**src/rtl/lade_pkg.sv**
```systemverilog
package lade_pkg;

    localparam int SAMPLE_W = 24;
    localparam int POS_W    = 24;
    localparam int FRAC_W   = 15;
    localparam int LEN_W    = 21;
    localparam int LVL_W    = 16;
    localparam int RATE_W   = 18;
    localparam int ENV_W    = FRAC_W + 3;
    localparam int QUO_W    = FRAC_W + 1;
    localparam int NUM_W    = LEN_W + QUO_W;
    localparam int CFG_IDX_W = 3;
    localparam int CFG_DAT_W = LEN_W;
    localparam int FIFO_DEPTH = 4;
    localparam int FIFO_AW    = 2;

    localparam logic [LVL_W-1:0] ONE_LVL = LVL_W'(1) << FRAC_W;

    localparam logic [CFG_IDX_W-1:0] REG_ATTACK  = 3'd0;
    localparam logic [CFG_IDX_W-1:0] REG_DECAY   = 3'd1;
    localparam logic [CFG_IDX_W-1:0] REG_SUSTAIN = 3'd2;
    localparam logic [CFG_IDX_W-1:0] REG_DEPTH   = 3'd3;
    localparam logic [CFG_IDX_W-1:0] REG_FMODE   = 3'd4;
    localparam logic [CFG_IDX_W-1:0] REG_RATE    = 3'd5;

    typedef struct packed {
        logic [LEN_W-1:0]  attack;
        logic [LEN_W-1:0]  decay;
        logic [LVL_W-1:0]  sustain;
        logic [LVL_W-1:0]  depth;
        logic              fmode;
        logic [RATE_W-1:0] rate;
    } lade_cfg_t;

    // classified word handed from front to back
    typedef struct packed {
        logic signed [SAMPLE_W-1:0] sample;
        logic                       last;
        logic                       fmode;
        logic                       shaped;
        logic                       neg;
        logic signed [ENV_W-1:0]    base;
        logic [NUM_W-1:0]           num;
        logic [LEN_W-1:0]           den;
        logic [RATE_W-1:0]          rate;
    } lade_item_t;

    typedef struct packed {
        logic                  full;
        logic                  empty;
        logic [FIFO_AW:0]      count;
    } lade_fifo_stat_t;

endpackage

```
**src/rtl/lade_fifo.sv**
```systemverilog
module lade_fifo (
    input  logic                      aclk,
    input  logic                      aresetn,
    input  logic                      push,
    input  lade_pkg::lade_item_t      push_item,
    input  logic                      pop,
    output lade_pkg::lade_item_t      pop_item,
    output lade_pkg::lade_fifo_stat_t stat
);

    lade_pkg::lade_item_t            mem_reg [lade_pkg::FIFO_DEPTH];
    logic [lade_pkg::FIFO_AW-1:0]    wr_reg, wr_next;
    logic [lade_pkg::FIFO_AW-1:0]    rd_reg, rd_next;
    logic [lade_pkg::FIFO_AW:0]      cnt_reg, cnt_next;

    always_comb begin
        wr_next  = push ? wr_reg + 1'b1 : wr_reg;
        rd_next  = pop ? rd_reg + 1'b1 : rd_reg;
        cnt_next = cnt_reg + (push ? 1'b1 : 1'b0) - (pop ? 1'b1 : 1'b0);
        stat.count = cnt_reg;
        stat.full  = cnt_reg == (lade_pkg::FIFO_AW+1)'(lade_pkg::FIFO_DEPTH);
        stat.empty = cnt_reg == '0;
        pop_item   = mem_reg[rd_reg];
    end

    always_ff @(posedge aclk) begin
        if (!aresetn) begin
            wr_reg  <= '0;
            rd_reg  <= '0;
            cnt_reg <= '0;
        end else begin
            wr_reg  <= wr_next;
            rd_reg  <= rd_next;
            cnt_reg <= cnt_next;
        end
        if (push) begin
            mem_reg[wr_reg] <= push_item;
        end
    end

endmodule

```
**config.mk**
```make
export PLATFORM = sky130hd
export DESIGN_NAME = lade_fifo
export DESIGN_NICKNAME = d
export VERILOG_FILES = /design/src/rtl/lade_pkg.sv /design/src/rtl/lade_fifo.sv
export SDC_FILE = /design/constraint.sdc
export NUM_CORES = 1
export LEC_CHECK = 0
export BUFFER_PORTS_ARGS = -buffer_cell sky130_fd_sc_hd__buf_4
export CAP_MARGIN = 20
export CORE_ASPECT_RATIO = 1.4
export CORE_UTILIZATION = 51
export CTS_CLUSTER_DIAMETER = 150
export DETAILED_ROUTE_END_ITERATION = 12
export PLACE_DENSITY = 0.75
export RECOVER_POWER = 100
export SLEW_MARGIN = 20
export SYNTH_ARGS = -nofsm -noshare
export SYNTH_HDL_FRONTEND = slang
export SYNTH_SLANG_ARGS = --single-unit
```
**constraint.sdc**
```tcl
create_clock -name aclk -period 3.9 [get_ports aclk]
set_input_delay 0.195 -clock aclk [delete_from_list [all_inputs] [get_ports aclk]]
set_output_delay 0.195 -clock aclk [all_outputs]
set_load 0.005 [all_outputs]
```
==> impl_metrics.env <==
export IMPL_rsz0062_at_grt="false"
export IMPL_cts_made_buffers=44
export IMPL_areaGrowthSynthToFinish_pct=23.78
export IMPL_synthCells=681
export IMPL_cp_arrival_ns=2.77
export IMPL_period_share_pct=76.11
export IMPL_finalWirelength_mm=34.56
export IMPL_setup_viol=0
export IMPL_cts_sinks=497
export IMPL_grtUsageMet1_pct=23.03
export IMPL_finalCoreUtilization_pct=64.07
export IMPL_hp_class="input pin to flip-flop"
export IMPL_power_w=0.01152
export IMPL_path_clk_slew_ns=0.06
export IMPL_p_sw_share_pct=21.39
export IMPL_synth_edf_count=488
export IMPL_cts_tree="done"
export IMPL_yosys_warnings=0
export IMPL_critical_path_required_ns=3.70
export IMPL_worst_path_max_fanout=61
export IMPL_initial_utilization_pct=51.76
export IMPL_leakage_nw=7.123
export IMPL_crit_type="flip-flop to output port"
export IMPL_internal_power_w=0.009058
export IMPL_min_path_cells=2
export IMPL_max_freq_mhz=336.9
export IMPL_fin_setup_tns_ns=0
export IMPL_p_sw_w=0.002464
export IMPL_synth_area_sq_um=18040
export IMPL_ant_nets=0
export IMPL_fillers=2452
export IMPL_antenna_found_initial=2
export IMPL_syn_num_nets=814
export IMPL_via_per_inst=5.396
export IMPL_wl_per_cell_um=21.89
export IMPL_power_frac_comb_pct=9.7
export IMPL_hold_violations=0
export IMPL_port_buffers=252
export IMPL_die_x_um=161.0
export IMPL_ys_types=20
export IMPL_pwr_share_seq_pct=54.0
export IMPL_cts_path_max_buffers=3
export IMPL_power_share_clock_pct=36.2
export IMPL_largest_reg_flops=488
export IMPL_met2_usage_pct=34.97
export IMPL_cts_htree_levels=2
export IMPL_pwr_density_cell_nw_per_um2=515.8
export IMPL_final_cell_mix="edfxtp_1 (488), clkbuf_1 (201), dlygate4sd3_1 (125)"
export IMPL_clock_latency_ns=0.55
export IMPL_grt_pass1_vias=9484
export IMPL_drt_iter0_markers=529
export IMPL_slew_limit_headroom_pct=-54.47
export IMPL_r2r_cells=4
export IMPL_skew_ns=0.02126
export IMPL_setup_worst_path_start_class="flip-flop"
export IMPL_grt_ovfl_total=0
export IMPL_cts_root_buffer="clkbuf_16"
export IMPL_crit_path_end_kind="output port"
export IMPL_status="finished with violations"
export IMPL_cts_setup_buffers=0
export IMPL_vdd_drop_max_mv=0.4637
export IMPL_fin_nets=1221
export IMPL_worstMarginPinSlew_ns=2.317
export IMPL_synth_seq_cells=497
export IMPL_drive_gt1_share_pct=23.44
export IMPL_ys_flop_type="edfxtp_1"
export IMPL_fp_dieH_um=224.6
export IMPL_routabilityCongestion=0.7031
export IMPL_grt_max_degree=78
export IMPL_num_vias=8520
export IMPL_violations="max-capacitance violations, max-slew violations"
export IMPL_drt_pre_antenna_iters=4
export IMPL_ys_seq_area_share_pct=82.21
export IMPL_pin_count=253
export IMPL_grt_busiest_layer="met2"
export IMPL_final_max_slew_viol_count=208
export IMPL_grtUsageTotal_pct=19.73
export IMPL_grt_pass1_wl_mm=52.96
export IMPL_maxCapViolCount=3
export IMPL_min_period_ns=2.968
export IMPL_core_area_sq_um=34860
export IMPL_die_area_sq_um=36150
export IMPL_met3_usage_pct=4.297
export IMPL_final_common_cell="edfxtp_1"
export IMPL_async_flop_share_pct=0
export IMPL_hpwl_mm=19.75
export IMPL_std_cell_rows=81
export IMPL_syn_avg_cell_area_sq_um=26.50
export IMPL_drc=0
[worst paths after layout]
path	start	end	slack [ns]
worst max-delay path	flip-flop	pop_item[90]	0.93
worst min-delay path	push_item[27]	mem_reg[2][27]	0.43
worst max register to register	wr_reg[0]	mem_reg[2][115]	0.95
worst min register to register	rd_reg[1]	flip-flop	0.54
[cell usage after synthesis, drive strengths merged (2+ instances only)]
master,instances,share of area (%)
dfxtp,9,1.0
clkbuf,5,0.10
inv,7,0.15
nor2,5,0.10
edfxtp,488,81
ha,6,0.42
buf,23,1.0
and2,6,0.21
mux4,122,15
xnor2,2,0.097
[metal layers]
layer,vias to the layer above,share of wire (%)
li1,3748,-
met1,4419,37
met2,283,53
met3,68,5.7
met4,2,3.7
met5,-,0.038
[kinds of logic (layout without fill, tap and decap cells)]
| group | after synthesis | after routing | synth area share, % |
|---|---|---|---|
| adder cells (fa/ha/maj) | 7 | 7 | 0.5270 |
| AND/OR/NAND/NOR | 14 | 14 | 0.4161 |
| other | 0 | 1 | 0 |
| AO/OA/AOI/OAI | 2 | 2 | 0.08318 |
| buffers and inverters | 35 | 476 | 1.255 |
| multiplexers | 123 | 123 | 15.28 |
| flip-flops | 497 | 497 | 82.21 |
| XOR/XNOR | 3 | 3 | 0.2288 |
[layout make-up]
class                           count  area, sq um  share of cell area, %
Antenna cell                        1        2.502                0.01120
Clock inverter                     26        226.5                  1.014
Inverter                            7        26.28                 0.1176
Multi-Input combinational cell    149         2987                  13.37
Timing Repair Buffer              389         2522                  11.29
Tap cell                          456        570.5                  2.554
Sequential cell                   497        14840                  66.45
Clock buffer                       54         1160                  5.193
[per-stage QoR]
stage,cells,instance area [sq um],hold WS (ns),worst slack [ns]
floorplan,681,18040,0.2939,0.05913
detailed placement,1373,20500,0.3974,1.751
global route,1579,22340,0.4266,0.6995
global placement,1373,20500,0.3936,1.775
finish,1579,22340,0.4295,0.9316
CTS,1578,23140,0.3530,1.267
[power groups by stage]
stage	Clock (W)	Combinational, W	Sequential, W
6_report	0.00417	0.00112	0.00623
5_1_grt	0.00446	0.00122	0.00625
4_1_cts	0.00426	0.00131	0.00622
3_5_place_dp	0	0.00119	0.00633
3_3_place_gp	0	0.00118	0.00631
2_1_floorplan	0	0.000589	0.00632
[critical path: stages, from the launching register on]
cell and delay [ns]:
dfxtp_4 0.34, clkbuf_4 0.95, mux4_2 0.68, clkbuf_1 0.14
[what timing repair did]
action / 4_1_cts / 5_1_grt
hold endpoints to repair: 497 / 0
resized for setup: 0 / 0
hold buffers: 125 / 0
No activity file was read; power rests on OpenSTA's default activity.
