## config.mk

```make
export PLATFORM = sky130hd
export DESIGN_NAME = lade_front
export DESIGN_NICKNAME = d
export VERILOG_FILES = /design/src/rtl/lade_pkg.sv /design/src/rtl/lade_front.sv
export SDC_FILE = /design/constraint.sdc
export NUM_CORES = 1
export LEC_CHECK = 0
export BUFFER_PORTS_ARGS = -buffer_cell sky130_fd_sc_hd__buf_2
export CORE_ASPECT_RATIO = 1.4
export CORE_MARGIN = 2
export CORE_UTILIZATION = 45
export DETAILED_ROUTE_END_ITERATION = 12
export PLACE_DENSITY = 0.67
export SYNTH_ARGS = -nofsm -noshare
export SYNTH_HDL_FRONTEND = slang
export SYNTH_SLANG_ARGS = --single-unit
```

## constraint.sdc

```tcl
create_clock -name vclk -period 13.95
set_clock_uncertainty 0.1 [all_clocks]
set_input_delay 2.79 -clock vclk [all_inputs]
set_output_delay 2.79 -clock vclk [all_outputs]
set_load 0.1 [all_outputs]
```

## src/rtl/lade_pkg.sv

```systemverilog
package lade_pkg;

    localparam int SAMPLE_W = 24;
    localparam int POS_W    = 24;
    localparam int FRAC_W   = 15;
    localparam int LEN_W    = 21;
    localparam int LVL_W    = 16;
    localparam int RATE_W   = 18;
    localparam int ENV_W    = FRAC_W + 3;
    localparam int QUO_W    = FRAC_W + 1;
    localparam int NUM_W    = LEN_W + QUO_W;
    localparam int CFG_IDX_W = 3;
    localparam int CFG_DAT_W = LEN_W;
    localparam int FIFO_DEPTH = 4;
    localparam int FIFO_AW    = 2;

    localparam logic [LVL_W-1:0] ONE_LVL = LVL_W'(1) << FRAC_W;

    localparam logic [CFG_IDX_W-1:0] REG_ATTACK  = 3'd0;
    localparam logic [CFG_IDX_W-1:0] REG_DECAY   = 3'd1;
    localparam logic [CFG_IDX_W-1:0] REG_SUSTAIN = 3'd2;
    localparam logic [CFG_IDX_W-1:0] REG_DEPTH   = 3'd3;
    localparam logic [CFG_IDX_W-1:0] REG_FMODE   = 3'd4;
    localparam logic [CFG_IDX_W-1:0] REG_RATE    = 3'd5;

    typedef struct packed {
        logic [LEN_W-1:0]  attack;
        logic [LEN_W-1:0]  decay;
        logic [LVL_W-1:0]  sustain;
        logic [LVL_W-1:0]  depth;
        logic              fmode;
        logic [RATE_W-1:0] rate;
    } lade_cfg_t;

    // classified word handed from front to back
    typedef struct packed {
        logic signed [SAMPLE_W-1:0] sample;
        logic                       last;
        logic                       fmode;
        logic                       shaped;
        logic                       neg;
        logic signed [ENV_W-1:0]    base;
        logic [NUM_W-1:0]           num;
        logic [LEN_W-1:0]           den;
        logic [RATE_W-1:0]          rate;
    } lade_item_t;

    typedef struct packed {
        logic                  full;
        logic                  empty;
        logic [FIFO_AW:0]      count;
    } lade_fifo_stat_t;

endpackage

```

## src/rtl/lade_front.sv

```systemverilog
module lade_front (
    input  lade_pkg::lade_cfg_t                 cfg,
    input  logic signed [lade_pkg::SAMPLE_W-1:0] sample,
    input  logic [lade_pkg::POS_W-1:0]          position,
    input  logic                                last_in_block,
    output lade_pkg::lade_item_t                item
);

    logic [lade_pkg::LVL_W-1:0]   sus;
    logic [lade_pkg::LVL_W-1:0]   dep;
    logic [lade_pkg::LEN_W:0]     att_dec;
    logic                         in_att;
    logic                         in_dec;
    logic [lade_pkg::LEN_W-1:0]   pa;
    logic [lade_pkg::LVL_W-1:0]   mul_a;
    logic [lade_pkg::LEN_W-1:0]   mul_b;
    logic [lade_pkg::NUM_W-1:0]   prod;

    always_comb begin
        sus = (cfg.sustain > lade_pkg::ONE_LVL) ? lade_pkg::ONE_LVL : cfg.sustain;
        dep = (cfg.depth > lade_pkg::ONE_LVL) ? lade_pkg::ONE_LVL : cfg.depth;
        att_dec = {1'b0, cfg.attack} + {1'b0, cfg.decay};
        in_att = position < {{(lade_pkg::POS_W-lade_pkg::LEN_W){1'b0}}, cfg.attack};
        in_dec = !in_att &&
                 (position < {{(lade_pkg::POS_W-lade_pkg::LEN_W-1){1'b0}}, att_dec});
        // only used in decay, where position - attack < decay
        pa = lade_pkg::LEN_W'(position[lade_pkg::LEN_W:0] - {1'b0, cfg.attack});
        mul_a = in_att ? dep : lade_pkg::LVL_W'(lade_pkg::ONE_LVL - sus);
        mul_b = in_att ? position[lade_pkg::LEN_W-1:0] : pa;
        prod = lade_pkg::NUM_W'(mul_a) * lade_pkg::NUM_W'(mul_b);

        item.sample = sample;
        item.last   = last_in_block;
        item.fmode  = cfg.fmode;
        item.shaped = in_att || in_dec;
        item.neg    = in_dec;
        item.rate   = (cfg.rate == '0) ? lade_pkg::RATE_W'(1) : cfg.rate;
        if (in_att) begin
            item.den = cfg.attack;
            if (cfg.fmode) begin
                item.base = -lade_pkg::ENV_W'(lade_pkg::ONE_LVL);
                item.num  = {position[lade_pkg::LEN_W-1:0], {lade_pkg::QUO_W{1'b0}}};
            end else begin
                item.base = lade_pkg::ENV_W'(lade_pkg::ONE_LVL - dep);
                item.num  = prod;
            end
        end else if (in_dec) begin
            item.den  = cfg.decay;
            item.base = lade_pkg::ENV_W'(lade_pkg::ONE_LVL);
            item.num  = prod;
        end else begin
            item.den  = lade_pkg::LEN_W'(1);
            item.base = lade_pkg::ENV_W'(sus);
            item.num  = '0;
        end
    end

endmodule

```

==> results of run 1 <==
final timing paths:
check	start	to	depth (start not counted)
setup / recovery	cfg[72]	item[74]	38
hold / removal	sample[10]	item[108]	0
cells by family after synthesis:
kind of cell,Yosys count
buffers and inverters,474
muxes,11
xor gates and xnor gates,78
adders and majority gates,440
AOI/OAI and AO/OA,364
and+or+nand+nor,666
per-stage QoR:
stage               std cells  instance area (sq um)  TNS, ps
floorplan                2033                  15900     -323
global placement         2956                  20300    -5580
detailed placement       2956                  20300    -7520
CTS                      2975                  20700        0
global route             3000                  21500     -844
finish                   3001                  21500        0
cell usage in the layout, fill, tap and decap left out, types with 6 or more instances in the layout:
cell      Yosys  routed
nand3_1      19      18
a22oi_1       8       8
a21o_1       37      36
ha_4          0      20
ha_1        174     153
buf_2        12     184
o21ai_1       6      10
o21bai_1      7       7
buf_4        33     371
nand4_1       7       7
nor2b_1      20      20
a21boi_0      8       7
nor2_1      169     160
xor2_1       36      34
xnor2_1      42      40
nor3_1       27      22
a21oi_1      82      65
buf_12        1      53
a31oi_1      13      10
nor2_2        0       7
or3_1         7       7
o211ai_1      9       9
nand2b_1     10      10
o21ai_0      85      48
a21oi_2       2      15
inv_2         0      24
nand2_1     318     308
a22o_1       12      12
inv_1       357     333
o21a_1       17      14
buf_6        11      16
fa_2          0      11
o31ai_1       9       6
nand2_2       1      11
a32oi_1       9       7
nor4_1       12       9
fa_1        266     255
and3_1       11       9
o21ai_2       0      28
and2_1       41      41
routing by layer:
metal  up-vias  global-route usage [%]  share of wire [%]
li1       7524                       -                  -
met1      8087                    37.0                 35
met2       733                    61.8                 51
met3       261                    3.92                5.3
met4         0                    23.8                9.1
met5         -                       0                  0
layout make-up:
| type | count | area (sq um) |
|---|---|---|
| fill | 3139 | 13100 |
| timing repair buffer | 625 | 4970 |
| antenna | 3 | 7.51 |
| multi-input combinational | 1559 | 14600 |
| tap | 456 | 571 |
| inverter | 358 | 1340 |
timing repair:
action | 4_1_cts | 5_1_grt
gates resized for setup | 69 | 134
endpoints found under the setup margin | 21 | 22
pin swaps | 32 | 95
buffers inserted | 19 | 27
endpoints found under the hold margin | 0 | 0
==> impl_metrics.ini, run 1 <==
[drt]
wl_per_cell_um = 20.7
drc_errors = 0
wirelength_um = 62100
dr.pass1.iters = 6
viasPerCell = 5.53
route.vias.total = 16600
drt_iter0_markers = 899
ant_nets = 0

[logic_synthesis]
synth-compound-area-share_pct = 15.3
yosys.area_share.simple_pct = 18.8
ys_seq_area_share_pct = 0
synth_xor_area_share_pct = 4.35
ys_types = 80
synth_nets = 2615
synth.area.mux_share_pct = 0.725
synth.avg_cell_area_sq_um = 7.73
synth_fa_ha_area_share_pct = 47.8
synth_top_family_by_area = adder cells
synth_top_cell_by_area = fa_1
synth_cells = 2033
syn_area_sq_mm = 0.0157
yosysMostFrequentCell = inv_1
synth_area_leaders = fa_1, ha_1, inv_1
ys_top_cells_by_count = inv_1, nand2_1, fa_1
yosys_warnings = 0
synth.top_cell.area_share_pct = 33.9

[run_status]
outcome = finished, final reports clean

[worst_setup_path]
crit_path_end_kind = primary output
required_ps = 11060
worstPathArrival_ps = 10960
worstPathBufferInverterCount = 11
startpoint_type = input pin
critical_path_class = input pin to primary output
slowest_delay_ps = 610
crit_family = adder cells
crit_path_max_fanout = 8
path_common_cell = fa_1
slowest_stage = fa_2

[global_route]
grt_max_degree = 32
grt_use_total_pct = 34.2
first_global_vias = 17500
grt_pass1_wl_um = 95500
overflow = 0
antenna_found_initial = 2

[sta]
setup_violations = 0
setup_slack_ps = 97.9
post-route-period-util_pct = 99.3
layout_min_cycle_time_ps = 13850
slew_headroom_pct = 37.6
rsz0062_at_grt = true
drv_slew = 0
worst_slew_pin_slew_ps = 936
finalHoldViolations = 0
fin_hold_ws_ps = 5480
fmax_ghz = 0.0722

[floorplanning]
dieArea_sq_mm = 0.0364
core_area_sq_mm = 0.0347
initial_core_util_pct = 45.3
ioPinCount = 264
die_x_um = 162
rows = 81
die_h_um = 225

[min_path]
min_path_type = input pin to primary output

[placement]
port_buffers = 214
place_congestion = 1.00
place_ws_ps = -523
dp_hpwl_um = 53600

[cells_and_area]
layout.area.seq_sq_um = 0
postLayoutCoreUtil_pct = 62.1
syn_to_final_growth_pct = 37.0
nets = 3126
seq_cell_count = 0
clkbuf_count = 0
drive_gt1_share_pct = 32.6

[clock_tree]
cts-hold-fix-buffers = 0

[job]
max-cap-violations = 0
Power of run 1 is not shown: default switching activity piles up to over one toggle a cycle in this logic, so the estimate is an artifact.
==> run 2: changes to the inputs <==
--- a/config.mk
+++ b/config.mk
@@ -10,7 +10,7 @@
 export CORE_MARGIN = 2
 export CORE_UTILIZATION = 45
 export DETAILED_ROUTE_END_ITERATION = 12
-export PLACE_DENSITY = 0.67
+export PLACE_DENSITY = 0.64
 export SYNTH_ARGS = -nofsm -noshare
 export SYNTH_HDL_FRONTEND = slang
 export SYNTH_SLANG_ARGS = --single-unit
==> constraint.sdc (replaced) <==
create_clock -name vclk -period 14
set_clock_uncertainty 0.1 [all_clocks]
set_input_delay 2.8 -clock vclk [all_inputs]
set_output_delay 2.8 -clock vclk [all_outputs]
set_load 0.1 [all_outputs]
==> run 2 against run 1 <==
Net effect:
- routed wire length increased by 0.13%
- worst setup slack improved by 69 ps
- die area unchanged
- sequential cell count unchanged
- count of clock-buffer cells in the layout unchanged
- critical endpoint is now item[67]
- highest routed layer unchanged
==> impl_metrics.ini, run 2 (synthesized netlist as in run 1, its figures left out) <==
[cells_and_area]
n_fill_cell = 2987
layout_commonest_cell = buf_4
nets = 3166
seq_cell_count = 0
drive_gt1_share_pct = 34.9
clkbuf_count = 0
layout.area.seq_sq_um = 0
syn_to_final_growth_pct = 39.9
final_cell_mix = buf_4, inv_1, nand2_1

[sta]
setup_violations = 0
rsz0062_at_grt = true
finalHoldViolations = 0
worst_slew_pin_slew_ps = 953
tns_ps = 0
fmax_ghz = 0.0723
layout_min_cycle_time_ps = 13830
drv_slew = 0
slew_headroom_pct = 36.2
post-route-period-util_pct = 98.8

[run_status]
outcome = finished, final reports clean

[global_route]
first_global_vias = 17400
overflow = 0
antenna_found_initial = 4
grt_max_degree = 32
grt_pass1_wl_um = 94300
grt_use_total_pct = 33.6

[floorplanning]
initial_core_util_pct = 45.3
dieArea_sq_mm = 0.0364
ioPinCount = 264
die_h_um = 225
die_x_um = 162
core_area_sq_mm = 0.0347
rows = 81

[drt]
route.vias.total = 16800
viasPerCell = 5.51
drc_errors = 0
drt_iter0_markers = 1047
wl_per_cell_um = 20.4
wirelength_um = 62100
ant_nets = 0
dr.pass1.iters = 5

[worst_setup_path]
required_ps = 11100
crit_path_end_kind = primary output
worstPathArrival_ps = 10930
slowest_delay_ps = 560
crit_family = adder cells
worstPathBufferInverterCount = 15
path_common_cell = inv_2
slowest_stage = fa_2
critical_path_class = input pin to primary output
crit_path_max_fanout = 6
startpoint_type = input pin

[placement]
place_congestion = 1.03
port_buffers = 214
dp_hpwl_um = 53400

[clock_tree]
cts-hold-fix-buffers = 0

[job]
max-cap-violations = 0

[min_path]
min_path_type = input pin to primary output
## run 2: cell count changes in the layout (fill, tap and decap cells not counted), sizes merged
cell / delta
buf: +41
clkbuf: -1
## run 2: area by class of cell
class	instances	area [sq um]	area share, %
repair buffers	665	5270	24.0
well taps	456	571	2.60
diodes	3	7.51	0.0342
multi-input cells	1559	14800	67.3
inverters	358	1340	6.11
## run 2: through the flow
stage	setup slack (ps)	cell area (sq um)	hold slack, ps	instances	util, %
floorplan	-310	15900	5710	2033	-
global route	-57.4	22000	5500	3041	63.4
detailed placement	-821	20300	5500	2978	58.6
CTS	-47.0	20800	5500	2993	59.9
finish	167	22000	5500	3041	63.4
global placement	-773	20300	5500	2978	58.6
## run 2: worst paths after layout
kind	startpoint	to	cells after the start
max	cfg[72]	item[67]	41
min	sample[17]	item[115]	0
## run 2: repair_timing
action | CTS | global route
endpoints found under the setup margin | 18 | 21
resized for setup | 67 | 214
cloned | 1 | 1
pin swaps | 23 | 127
setup buffers | 14 | 49
## run 2: layer usage
layer,wire [um],part of all wire [%],global-route usage [%]
met5,0,0,0
met4,4780,7.7,19.4
met3,3680,5.9,2.80
met2,32200,52,62.3
met1,21400,35,37.4
Power of run 2 is left out for the same reason.
==> run 3: changes to the inputs <==
--- a/config.mk
+++ b/config.mk
@@ -7,10 +7,11 @@
 export LEC_CHECK = 0
 export BUFFER_PORTS_ARGS = -buffer_cell sky130_fd_sc_hd__buf_2
 export CORE_ASPECT_RATIO = 1.4
-export CORE_MARGIN = 2
+export CORE_MARGIN = 3
 export CORE_UTILIZATION = 45
 export DETAILED_ROUTE_END_ITERATION = 12
 export PLACE_DENSITY = 0.64
+export RECOVER_POWER = 50
 export SYNTH_ARGS = -nofsm -noshare
 export SYNTH_HDL_FRONTEND = slang
 export SYNTH_SLANG_ARGS = --single-unit
==> run 3 against run 2 <==
Net effect:
- sequential cell count is the same
- die area up 2.1%
- utilization rose by 1.3 points
- largest cell class unchanged
- first-iteration DRC count increased by 11%
- worst setup slack got worse by 160 ps
- cell count increased by 0.59%
- global-route usage rose by 0.11 points
- via count rose by 1.8%
- non-clock buffer count increased by 22
- sequential share of layout area stayed put
- final area grew 0.80%
- critical endpoint unchanged
- count of clock-buffer cells in the layout stayed put
==> impl_metrics.ini, run 3 (synthesized netlist as in run 1, its figures left out) <==
[run_status]
outcome = finished, final reports clean

[drt]
drc_errors = 0
viasPerCell = 5.58
drt_iter0_markers = 1163
ant_nets = 0
wl_per_cell_um = 20.9
top_layer_used = met5
met1_length_um = 22200
dr.pass1.iters = 6
wl_met3_um = 4130
wl_met2_um = 32400
route.vias.total = 17100
wirelength_um = 63900

[sta]
layout_min_cycle_time_ps = 13990
drv_slew = 0
rsz0062_at_grt = true
fmax_ghz = 0.0715
post-route-period-util_pct = 100
setup_violations = 0
worst_slew_pin_slew_ps = 1260
slew_headroom_pct = 16.4
finalHoldViolations = 0

[worst_setup_path]
worstPathArrival_ps = 11090
crit_path_end_kind = primary output
crit_path_max_fanout = 7
required_ps = 11100
slowest_delay_ps = 560
path_common_cell = fa_2
startpoint_type = input pin
critical_path_class = input pin to primary output
slowest_stage = fa_2

[job]
max-cap-violations = 0

[floorplanning]
dieArea_sq_mm = 0.0372
rows = 80
ioPinCount = 264
die_x_um = 164
core_area_sq_mm = 0.0342
die_h_um = 227
initial_core_util_pct = 45.9

[cells_and_area]
nets = 3189
syn_to_final_growth_pct = 41.0
layout_commonest_cell = buf_4
multi_input_area_sq_mm = 0.0148
stdcell_area_sq_mm = 0.0222
final_cell_mix = buf_4, inv_1, nand2_1
drive_gt1_share_pct = 34.4
clkbuf_count = 0
layout.area.seq_sq_um = 0
seq_cell_count = 0
n_fill_cell = 2967
postLayoutCoreUtil_pct = 64.7
instances_no_fill = 3059

[placement]
port_buffers = 214
dp_hpwl_um = 54000
dp.cells = 2973
place_congestion = 1.01
placed_cell_area_sq_mm = 0.0204

[min_path]
min_path_type = input pin to primary output

[global_route]
first_global_vias = 17700
antenna_found_initial = 4
grt_max_degree = 31
grt_use_total_pct = 33.7
grt_pass1_wl_um = 96700
overflow = 0

[clock_tree]
cts-hold-fix-buffers = 0
[run 3: cell types whose count changed in the layout (fill, tap and decap cells not counted), sizes merged]
cell,change
nand2,+1
buf,-11
clkbuf,+33
[run 3: repair_timing]
action / in CTS / in global routing
gates cloned: 3 / 2
setup endpoints to repair: 17 / 21
setup buffers: 44 / 43
endpoints found under the hold margin: 0 / 0
pin swaps: 85 / 120
gates resized for setup: 111 / 174
[run 3: routing by layer]
layer	vias to the layer above	GRT usage [%]
li1	7654	-
met5	-	0
met2	840	62.5
met4	2	19.0
met3	277	3.60
met1	8299	37.2
[run 3: area by class of cell]
cell class	instances	area share [%]
multi-input combinational	1560	66.6
timing repair buffer	687	24.7
inverter	358	6.08
antenna	3	0.0339
tap	451	2.55
[run 3: worst paths after layout]
| kind | start | endpoint | cells past startpoint |
|---|---|---|---|
| setup / recovery | position[0] | item[67] | 40 |
| hold / removal | sample[3] | item[101] | 0 |
[run 3: metrics by stage]
step                hold slack [ps]  setup TNS (ps)  worst slack [ps]
global placement               5500           -6570              -775
CTS                            5500               0              3.96
detailed placement             5500           -8370              -896
finish                         5500               0              5.23
floorplan                      5710            -404              -310
global route                   5500           -1060              -188
[run 3: worst max-delay path: cells and delay by family]
family	cells	cell delay, ps
compound gates	11	2030
xor+xnor	1	130
fa+ha+maj	9	3840
buf+inv	14	1420
simple gates	5	850
Power of run 3 is left out for the same reason.
